`src/design/ray_scene_closest_hit_macros.svh`:
```
// Assertion macros shared by the closest-hit block's modules.
`ifndef RAY_SCENE_CLOSEST_HIT_MACROS_SVH
`define RAY_SCENE_CLOSEST_HIT_MACROS_SVH

// Same-cycle implication, disabled in reset.
`define RSCH_ASSERT_IMPL(label, clk, rst, ante, cons, msg) \
   label: assert property (@(posedge clk) disable iff (rst) (ante) |-> (cons)) \
      else $error(msg);

// Next-cycle implication, disabled in reset.
`define RSCH_ASSERT_NEXT(label, clk, rst, ante, cons, msg) \
   label: assert property (@(posedge clk) disable iff (rst) (ante) |=> (cons)) \
      else $error(msg);

`endif

```
`src/design/rsch_pkg.sv`:
```
// Shared types and constants of the closest-hit ray tracer.
package rsch_pkg;

   // Item kinds
   localparam logic KIND_WRITE = 1'b0;
   localparam logic KIND_TRACE = 1'b1;

   // Primitive shapes
   localparam logic [1:0] SHAPE_RECT_Z = 2'd0;
   localparam logic [1:0] SHAPE_RECT_X = 2'd1;
   localparam logic [1:0] SHAPE_RECT_Y = 2'd2;
   localparam logic [1:0] SHAPE_SPHERE = 2'd3;

   // Table entry: shape above five 32-bit parameters
   localparam int PARAM_W = 32;
   localparam int ENTRY_W = 2 + 5 * PARAM_W;

   // Sphere root threshold (1e-4 in Q16.16) and distance ceiling
   localparam logic signed [33:0] EPS_Q = 34'sd6;
   localparam logic [30:0] DIST_MAX = 31'h7FFF_FFFF;

   // Datapath operations
   typedef enum logic [3:0] {
      DP_NOP,
      DP_WRITE,
      DP_TRACE,
      DP_READ,
      DP_SETUP,
      DP_SAT,
      DP_DIV_INIT,
      DP_DIV,
      DP_QLOAD,
      DP_RECT_T,
      DP_BSAT,
      DP_SQRT_INIT,
      DP_SQRT,
      DP_SPH_T,
      DP_NEXT,
      DP_RESP
   } dp_op_type;

   // Multiplier operand selects
   typedef enum logic [3:0] {
      MS_NONE,
      MS_DU,
      MS_DV,
      MS_OPXD,
      MS_OPYD,
      MS_OPZD,
      MS_OPX2,
      MS_OPY2,
      MS_OPZ2,
      MS_RR,
      MS_BB
   } mul_sel_type;

   // Product accumulate targets
   typedef enum logic [2:0] {
      AC_NONE,
      AC_CU,
      AC_CV,
      AC_B,
      AC_OO,
      AC_DET
   } acc_sel_type;

   typedef struct packed {
      dp_op_type   op;
      mul_sel_type mul_sel;
      acc_sel_type acc_sel;
   } dp_cmd_type;

   typedef struct packed {
      logic cur_valid;
      logic is_sphere;
      logic rect_miss;
      logic rect_sat;
      logic iter_last;
      logic q_zero;
      logic det_neg;
      logic idx_last;
   } dp_status_type;

endpackage

```
`src/design/rsch_ctrl.sv`:
```
// Controller: sequences table writes and the per-entry intersection steps.
`include "ray_scene_closest_hit_macros.svh"

module rsch_ctrl import rsch_pkg::*; (
   input  logic          clock,
   input  logic          reset,
   input  logic          start,
   input  logic          req_kind,
   output logic          busy,
   output dp_cmd_type    cmd,
   input  dp_status_type status
);

   typedef enum logic [4:0] {
      S_IDLE, S_READ, S_SETUP, S_ROUTE, S_DIV, S_RQ,
      S_R0, S_R1, S_R2, S_R3,
      S_SM0, S_SM1, S_SM2, S_SM3, S_SM4, S_SM5, S_SM6, S_SM7, S_SM8,
      S_DETCHK, S_SQRT, S_SPH_T, S_NEXT, S_RESP
   } state_type;

   state_type state_ff, state_in;

   // Hold state
   always_ff @(posedge clock) begin
      if (reset) begin
         state_ff <= S_IDLE;
      end else begin
         state_ff <= state_in;
      end
   end

   // Decode commands and next state
   always_comb begin
      state_in    = state_ff;
      cmd.op      = DP_NOP;
      cmd.mul_sel = MS_NONE;
      cmd.acc_sel = AC_NONE;
      unique case (state_ff)
         S_IDLE: begin
            if (start) begin
               if (req_kind == KIND_TRACE) begin
                  cmd.op   = DP_TRACE;
                  state_in = S_READ;
               end else begin
                  cmd.op = DP_WRITE;
               end
            end
         end
         S_READ: begin
            if (status.cur_valid) begin
               cmd.op   = DP_READ;
               state_in = S_SETUP;
            end else begin
               state_in = S_NEXT;
            end
         end
         S_SETUP: begin
            cmd.op   = DP_SETUP;
            state_in = S_ROUTE;
         end
         S_ROUTE: begin
            if (status.is_sphere) begin
               state_in = S_SM0;
            end else if (status.rect_miss) begin
               state_in = S_NEXT;
            end else if (status.rect_sat) begin
               cmd.op   = DP_SAT;
               state_in = S_R0;
            end else begin
               cmd.op   = DP_DIV_INIT;
               state_in = S_DIV;
            end
         end
         S_DIV: begin
            cmd.op = DP_DIV;
            if (status.iter_last) begin
               state_in = S_RQ;
            end
         end
         S_RQ: begin
            // a zero quotient is no forward hit
            if (status.q_zero) begin
               state_in = S_NEXT;
            end else begin
               cmd.op   = DP_QLOAD;
               state_in = S_R0;
            end
         end
         S_R0: begin
            cmd.mul_sel = MS_DU;
            state_in    = S_R1;
         end
         S_R1: begin
            cmd.mul_sel = MS_DV;
            cmd.acc_sel = AC_CU;
            state_in    = S_R2;
         end
         S_R2: begin
            cmd.acc_sel = AC_CV;
            state_in    = S_R3;
         end
         S_R3: begin
            cmd.op   = DP_RECT_T;
            state_in = S_NEXT;
         end
         S_SM0: begin
            cmd.mul_sel = MS_OPXD;
            state_in    = S_SM1;
         end
         S_SM1: begin
            cmd.mul_sel = MS_OPYD;
            cmd.acc_sel = AC_B;
            state_in    = S_SM2;
         end
         S_SM2: begin
            cmd.mul_sel = MS_OPZD;
            cmd.acc_sel = AC_B;
            state_in    = S_SM3;
         end
         S_SM3: begin
            cmd.mul_sel = MS_OPX2;
            cmd.acc_sel = AC_B;
            state_in    = S_SM4;
         end
         S_SM4: begin
            cmd.op      = DP_BSAT;
            cmd.mul_sel = MS_OPY2;
            cmd.acc_sel = AC_OO;
            state_in    = S_SM5;
         end
         S_SM5: begin
            cmd.mul_sel = MS_OPZ2;
            cmd.acc_sel = AC_OO;
            state_in    = S_SM6;
         end
         S_SM6: begin
            cmd.mul_sel = MS_RR;
            cmd.acc_sel = AC_OO;
            state_in    = S_SM7;
         end
         S_SM7: begin
            cmd.mul_sel = MS_BB;
            cmd.acc_sel = AC_DET;
            state_in    = S_SM8;
         end
         S_SM8: begin
            cmd.acc_sel = AC_DET;
            state_in    = S_DETCHK;
         end
         S_DETCHK: begin
            if (status.det_neg) begin
               state_in = S_NEXT;
            end else begin
               cmd.op   = DP_SQRT_INIT;
               state_in = S_SQRT;
            end
         end
         S_SQRT: begin
            cmd.op = DP_SQRT;
            if (status.iter_last) begin
               state_in = S_SPH_T;
            end
         end
         S_SPH_T: begin
            cmd.op   = DP_SPH_T;
            state_in = S_NEXT;
         end
         S_NEXT: begin
            cmd.op   = DP_NEXT;
            state_in = status.idx_last ? S_RESP : S_READ;
         end
         S_RESP: begin
            cmd.op   = DP_RESP;
            state_in = S_IDLE;
         end
         default: state_in = S_IDLE;
      endcase
   end

   assign busy = (state_ff != S_IDLE);

   `RSCH_ASSERT_IMPL(a_idle_cmds, clock, reset, !busy, cmd.op == DP_NOP || cmd.op == DP_WRITE || cmd.op == DP_TRACE, "scan command issued while idle")
   `RSCH_ASSERT_NEXT(a_trace_busy, clock, reset, start && !busy && req_kind == KIND_TRACE, busy, "trace word did not start a scan")

endmodule
```
`config.mk`:
```
export PLATFORM = sky130hd
export DESIGN_NAME = rsch_ctrl
export DESIGN_NICKNAME = d
export VERILOG_FILES = /design/src/design/rsch_pkg.sv /design/src/design/rsch_ctrl.sv
export VERILOG_INCLUDE_DIRS = /design/src /design/src/design
export SDC_FILE = /design/constraint.sdc
export NUM_CORES = 1
export LEC_CHECK = 0
export ABC_CLOCK_PERIOD_IN_PS = 1700
export BUFFER_PORTS_ARGS = -buffer_cell sky130_fd_sc_hd__buf_2
export CORE_UTILIZATION = 45
export DETAILED_ROUTE_END_ITERATION = 10
export PLACE_DENSITY_LB_ADDON = 0.2
export SLEW_MARGIN = 20
export SYNTH_ARGS = -nofsm -noshare
export SYNTH_HDL_FRONTEND = slang
export SYNTH_SLANG_ARGS = --single-unit
```
`constraint.sdc`:
```
create_clock -name clock -period 1.7 [get_ports clock]
set_input_delay 0.085 -clock clock [delete_from_list [all_inputs] [get_ports clock]]
set_output_delay 0.085 -clock clock [all_outputs]
set_load 0.01 [all_outputs]
```
## Yosys cells after proc, flatten, opt, wreduce, memory -nomap -nowiden

Cells that the tools add are included.

| word-level totals | value |
|---|---|
| memories | 0 |
| latch bits | 0 |
| bits in read-only memories | 0 |
| word-level logic and storage cells | 58 |
| bits in writable memories | 0 |
| register bits after elaboration | 5 |

| cells by class | value |
|---|---|
| eq/ne operators | 27 |
| add/subtract/negate cells | 0 |
| reductions and logical operators | 7 |
| magnitude comparators | 0 |
| muxes and demuxes | 23 |
| div/mod/pow operators | 0 |
| multiply operators | 0 |
| shift-type cells | 0 |
| bitwise logic cells | 0 |

Operator list:

| cell | count |
|---|---|
| 5-bit case mux with 22 select lines | 1 |
| 4-bit case mux with 13 select lines | 1 |
| 5-bit two-way mux | 9 |
| 5-bit by 4-bit == test with 1-bit output (second input constant) | 8 |
| 5-bit == test (second input constant) | 8 |
| 4-bit case mux with 10 select lines | 1 |
| 5-bit by 3-bit == test with 1-bit output (second input constant) | 4 |
| 3-bit case mux with 5 select lines | 1 |
| 4-bit two-way mux | 3 |
| 5-bit by 2-bit == test with 1-bit output (second input constant) | 2 |
| 2-bit two-way mux | 5 |
| 2-bit inequality test (second input constant) | 4 |
| 3-bit two-way mux | 2 |
| 3-bit OR reduction | 2 |
| 5-bit by 1-bit == test with 1-bit output (second input constant) | 1 |
| 5-bit zero test | 1 |
| 5-bit nonzero test | 1 |
| 4-bit AND reduction | 1 |
| 2-bit OR reduction | 2 |

## Longest topological paths before layout

Gate-level depths: netlist (run 1).

| logic depth | value |
|---|---|
| word-level depth | 4 |
| gate-level depth with buffers | 7 |

## Worst setup path after synthesis (run 1)

OpenSTA, ideal clock, no wires.

| timing | value |
|---|---|
| kind | reg-to-output |
| from | reg state_ff[0] |
| to | out cmd[7] (netlist name) |
| setup slack | 0.291 ns |
| arrival | 1.324 ns |
| stages on the path, launching flop included | 5 |
| path through | dfxtp_1 -> or4b_1 -> a211o_1 -> a21oi_1 -> a311o_2 |

RTL lines:

| what | RTL line | source |
|---|---|---|
| start: declaration | rsch_ctrl.sv:21 | `state_type state_ff, state_in;` |
| start signal: assignment | rsch_ctrl.sv:28 | `state_ff <= state_in;` |
| end: declaration | rsch_ctrl.sv:10 | `output dp_cmd_type cmd,` |

==> results.py, run 1 <==
metrics = {
    "status": {
        "status": "finished with violations",
        "failed_checks": "setup timing",
    },
    "clock_tree": {
        "cts_tree": "yes",
        "path_clk_slew_ns": 0.04,
        "clock_latency_ns": 0.23,
        "cts.htree.levels": 1,
        "cts_hold_buf": 0,
        "cts_sinks": 5,
        "cts_buffers": 3,
        "cts_root_buffer": "clkbuf_4",
        "cts.path.max_buffers": 2,
    },
    "setup_path": {
        "crit_path_end_kind": "output pin",
        "cp.arrival_ns": 1.70,
        "worstPathMaxFanout": 4,
        "required_ns": 1.62,
        "crit_path_start_kind": "flop",
        "criticalPathCategory": "reg -> out",
        "r2r_setup_slack_ns": 0.22,
    },
    "die": {
        "ios": 24,
        "core_region_area_um2": 1580,
        "start_util": 0.501,
        "die_h_um": 43.9,
        "rows": 14,
        "dieWidth_um": 43.9,
        "dieArea_um2": 1930,
    },
    "routing": {
        "routedWlPerCell_um": 15.3,
        "drt_wl_total_um": 2550,
        "drtIter0Drc": 46,
        "first_pass_iters": 6,
        "avgViaCountPerCell": 6.22,
        "postRouteAntennaNets": 0,
        "drc": 0,
        "vias": 1038,
    },
    "sta": {
        "setup_viol": 1,
        "skew_ns": 0.00188,
        "finalHoldViolations": 0,
        "grt_setup_unrepaired": "true",
        "slew_viol_final": 0,
        "finalCriticalPeriod_ns": 1.79,
        "setup_ws_ns": -0.0860,
        "tightest_slew_ns": 0.472,
        "max_slew_margin": 0.681,
        "fmax_ghz": 0.560,
        "period_share": 1.05,
    },
    "synthesis": {
        "ys.warnings.count": 0,
        "ys_ff_latch": 5,
        "synth-edff-count": 0,
        "syn_inst": 122,
        "seq_area_frac_synth": 0.127,
        "syn_area_um2": 790,
        "async_reset_ff_frac": 0,
        "postSynthAreaPerCell_um2": 6.47,
        "syn-num-nets": 134,
        "yosys.cell_types.count": 39,
        "ys.flop_type": "dfxtp_1",
    },
    "power_and_ir_drop": {
        "clkPwrFrac": 0.070,
        "sequentialPowerShare": 0.145,
        "finalPower_uw": 1880,
        "p_leak_uw": 0.000474,
        "cell_internal_pwr_uw": 981,
        "p_sw_frac": 0.479,
        "power_density_nw_per_um2": 1770,
        "power.share.combinational": 0.785,
        "p_switching_uw": 904,
        "ir_drop_mv": 1.12,
    },
    "placement": {
        "dp_hpwl_um": 1820,
        "port_buffers": 23,
        "gp_congestion": 0.930,
        "dp.cells": 160,
        "pre_cts_ws_ns": 0.126,
    },
    "cells_and_area": {
        "top_register": "state_ff",
        "stdcell_count": 167,
        "fillCellCount": 148,
        "drive_gt1_frac": 0.377,
        "antenna_cells": 0,
        "top_regs": "state_ff (5)",
        "syn_to_final_growth_pct": 35.0,
        "post-route-util": 0.676,
        "finalNetCount": 164,
        "largest_reg_flops": 5,
    },
    "global_route": {
        "grt_pass1_vias": 906,
        "antenna_found_initial": 0,
        "grt_max_degree": 20,
        "groute.layer.met3.usage": 0,
        "grt_pass1_wl_um": 3970,
        "top_usage_layer": "met2",
        "grt_remaining_overflow": 0,
        "grt_use_met2": 0.472,
        "use_met1": 0.361,
        "grt_usage": 0.270,
    },
    "min_path": {
        "hp-class": "in -> reg",
    },
    "job": {
        "maxCapViolCount": 0,
    },
}
layout by cell type (no fill, tap or decap), types with 4 or more instances in the layout:
master,Yosys,layout
nand2b_1,6,6
inv_1,5,5
buf_4,1,11
dfxtp_2,0,4
nor2_1,10,10
nor3_1,8,6
nor2b_1,4,4
nand2_1,8,7
buf_2,10,22
o21ai_0,9,8
a21oi_1,12,10
a31oi_1,5,5
metrics by stage:
| step | area (um^2) | hold slack [ns] | setup TNS, ns |
|---|---|---|---|
| 3_5_place_dp | 958 | 0.328 | 0 |
| 5_1_grt | 1070 | 0.0785 | -0.207 |
| 2_1_floorplan | 790 | 0.154 | 0 |
| 3_3_place_gp | 958 | 0.317 | 0 |
| 6_report | 1070 | 0.0779 | -0.0860 |
| 4_1_cts | 996 | 0.0746 | -0.132 |
cell families after synthesis:
family / share of synthesized area
AND/OR/NAND/NOR: 0.384
multiplexers: 0.0254
XOR/XNOR: 0.0333
buffers and inverters: 0.101
AO/OA/AOI/OAI: 0.330
flip-flops: 0.127
Yosys cell counts (3+ instances only):
master	n	share of area
nor2_1	10	0.048
a31oi_1	5	0.040
and3b_1	3	0.033
nor2b_1	4	0.032
a21oi_1	12	0.076
nand2b_1	6	0.048
xnor2_1	3	0.033
inv_1	5	0.024
nand2_1	8	0.038
o21ai_0	9	0.057
nor3_1	8	0.051
dfxtp_1	5	0.13
buf_2	10	0.063
o22ai_1	3	0.024
final timing paths:
| path | cells after the start | start | end |
|---|---|---|---|
| min reg2reg | 3 | state_ff[0] | state_ff[0] |
| min | 2 | reset | state_ff[1] |
| max | 5 | state_ff[3] | cmd[7] |
| max reg2reg | 3 | state_ff[4] | state_ff[4] |
final cells by class:
cell class | count | area (um^2) | area share
Tap cell | 16 | 20.0 | 0.0188
Multi-Input combinational cell | 100 | 637 | 0.597
Timing Repair Buffer | 37 | 255 | 0.239
Inverter | 5 | 18.8 | 0.0176
Clock buffer | 4 | 26.3 | 0.0246
Sequential cell | 5 | 109 | 0.102
metal layers:
| metal | share of wire | routed length, um |
|---|---|---|
| met5 | 0 | 0 |
| met4 | 0.012 | 31 |
| met3 | 0.054 | 138 |
| met2 | 0.51 | 1300 |
| met1 | 0.42 | 1080 |
power groups by stage:
| stage | clock network, uW | logic [uW] | registers, uW |
|---|---|---|---|
| after floorplan | 0 | 915 | 198 |
| after global placement | 0 | 1260 | 247 |
| after detailed placement | 0 | 1290 | 251 |
| after CTS | 135 | 1310 | 256 |
| after global routing | 142 | 1610 | 279 |
| final | 132 | 1480 | 273 |
critical path: stages, from the launching register on:
cell and delay, ns:
dfxtp_2 0.32, or4b_4 0.52, a211o_1 0.28, a21oi_2 0.12, a311o_2 0.13, buf_6 0.09
what timing repair did:
item | in CTS | in global routing
resized for setup | 4 | 16
pin swaps | 0 | 2
buffers inserted | 0 | 3
hold endpoints to repair | 0 | 0
setup endpoints to repair | 5 | 9
Power figures use the tool's default switching activity.
==> inputs of run 2 (changes only) <==
- BUFFER_PORTS_ARGS: -buffer_cell sky130_fd_sc_hd__buf_2 -> -buffer_cell sky130_fd_sc_hd__clkbuf_2
==> run 2 against run 1 <==
Compared with the run above:
- the flow finishes with violations (DRC, setup timing)
- register-to-register slack worse by 0.06 ns
- sequential share of layout area is 0.35 points higher
- clock skew hardly changed
- count of clock-buffer cells in the layout stayed put
- largest power group unchanged
- maximum frequency is 0.64% lower
==> results.py, run 2 (synthesis gave the netlist of run 1 again) <==
metrics = {
    "status": {
        "status": "finished with violations",
        "failed_checks": "DRC, setup timing",
    },
    "cells_and_area": {
        "largest_reg_flops": 5,
        "final_cell_mix": "clkbuf_2, a21oi_1, buf_4, nor2_1, o21ai_0",
        "drive_gt1_frac": 0.342,
        "syn_to_final_growth_pct": 29.0,
        "top_register": "state_ff",
        "layout_commonest_cell": "clkbuf_2",
        "top_regs": "state_ff (5)",
        "finalNetCount": 162,
        "antenna_cells": 0,
    },
    "setup_path": {
        "r2r_cells": 4,
        "required_ns": 1.62,
        "worstPathMaxFanout": 2,
        "crit_path_end_kind": "output pin",
        "cp.arrival_ns": 1.71,
        "criticalPathCategory": "reg -> out",
        "crit_path_start_kind": "flop",
    },
    "sta": {
        "period_share": 1.06,
        "max_slew_margin": 0.678,
        "whs_ns": 0.0669,
        "setup_viol": 1,
        "slew_viol_final": 0,
        "fmax_ghz": 0.556,
        "skew_ns": 0.00204,
        "finalCriticalPeriod_ns": 1.80,
        "setup_ws_ns": -0.0975,
        "grt_setup_unrepaired": "true",
        "tightest_slew_ns": 0.476,
        "finalHoldViolations": 0,
    },
    "die": {
        "start_util": 0.501,
        "dieWidth_um": 43.9,
        "core_region_area_um2": 1580,
        "rows": 14,
        "ios": 24,
        "dieArea_um2": 1930,
        "die_h_um": 43.9,
    },
    "global_route": {
        "grt_pass1_wl_um": 3630,
        "use_met1": 0.342,
        "groute.layer.met3.usage": 0.0125,
        "grt_pass1_vias": 849,
        "grt_max_degree": 30,
        "grt_usage": 0.248,
        "grt_remaining_overflow": 0,
        "top_usage_layer": "met2",
        "grt_use_met2": 0.421,
        "antenna_found_initial": 0,
    },
    "routing": {
        "first_pass_iters": 7,
        "postRouteAntennaNets": 0,
        "drt_wl_total_um": 2270,
        "vias": 1000,
        "avgViaCountPerCell": 6.06,
        "routedWlPerCell_um": 13.8,
        "drc": 2,
        "drtIter0Drc": 16,
    },
    "clock_tree": {
        "cts_tree": "yes",
        "cts_root_buffer": "clkbuf_4",
        "path_clk_slew_ns": 0.04,
        "cts_hold_buf": 0,
        "cts_sinks": 5,
        "cts.htree.levels": 1,
        "clock_latency_ns": 0.24,
        "cts_buffers": 3,
        "cts.path.max_buffers": 2,
    },
    "min_path": {
        "hp-class": "in -> reg",
        "min_path_cells": 2,
    },
    "placement": {
        "dp_hpwl_um": 1660,
        "gp_congestion": 0.842,
        "pre_cts_ws_ns": 0.166,
        "port_buffers": 23,
    },
    "power_and_ir_drop": {
        "ir_drop_mv": 0.839,
        "power_density_nw_per_um2": 1720,
        "p_leak_uw": 0.000450,
    },
    "job": {
        "maxCapViolCount": 0,
    },
}
run 2: area by class of cell:
| cell class | count | area (um^2) |
|---|---|---|
| timing repair buffer | 35 | 219 |
| multi-input combinational | 100 | 627 |
| tap | 16 | 20.0 |
| fill | 154 | 558 |
| inverter | 5 | 18.8 |
| clock buffer | 4 | 26.3 |
| sequential | 5 | 108 |
run 2: power by group:
part           leakage [uW]  switching [uW]  total (uW)  internal (uW)
sequential        0.0000430             106         283            177
combinational      0.000392             703        1330            630
clock             0.0000150            45.0         133           88.5
total              0.000450             854        1750            896
run 2: worst max-delay path, stage by stage (launching register included):
cell and delay, ns:
dfxtp_1 0.30, or4b_1 0.50, a211o_1 0.32, a21oi_2 0.13, a311o_2 0.12, buf_6 0.09
run 2: path summary, 6_finish.rpt:
path / slack [ns] / start / to
max: -0.1 / state_ff[0] / cmd[7]
min: 0.07 / reset / state_ff[2]
max reg2reg: 0.16 / state_ff[0] / state_ff[4]
min reg2reg: 0.54 / state_ff[4] / state_ff[3]
run 2: per-layer routing:
| layer | part of all wire | routed length [um] | vias up |
|---|---|---|---|
| met1 | 0.46 | 1040 | 455 |
| met5 | 0 | 0 | - |
| li1 | - | - | 506 |
| met2 | 0.49 | 1100 | 39 |
| met4 | 0 | 0 | 0 |
| met3 | 0.056 | 127 | 0 |
run 2: metrics by stage:
stage	TNS [ns]	area [um^2]	util	cells	power, uW
finish	-0.0975	1020	0.646	165	1750
global route	-0.303	1020	0.646	165	1900
CTS	-0.0977	983	0.624	165	1670
detailed placement	0	953	0.605	161	1530
global placement	0	953	0.605	161	1510
floorplan	0	790	-	122	1110
run 2: repair_timing:
action,CTS,global route
setup buffers,0,0
pin swaps,0,3
resized for setup,3,11
setup endpoints to repair,8,9
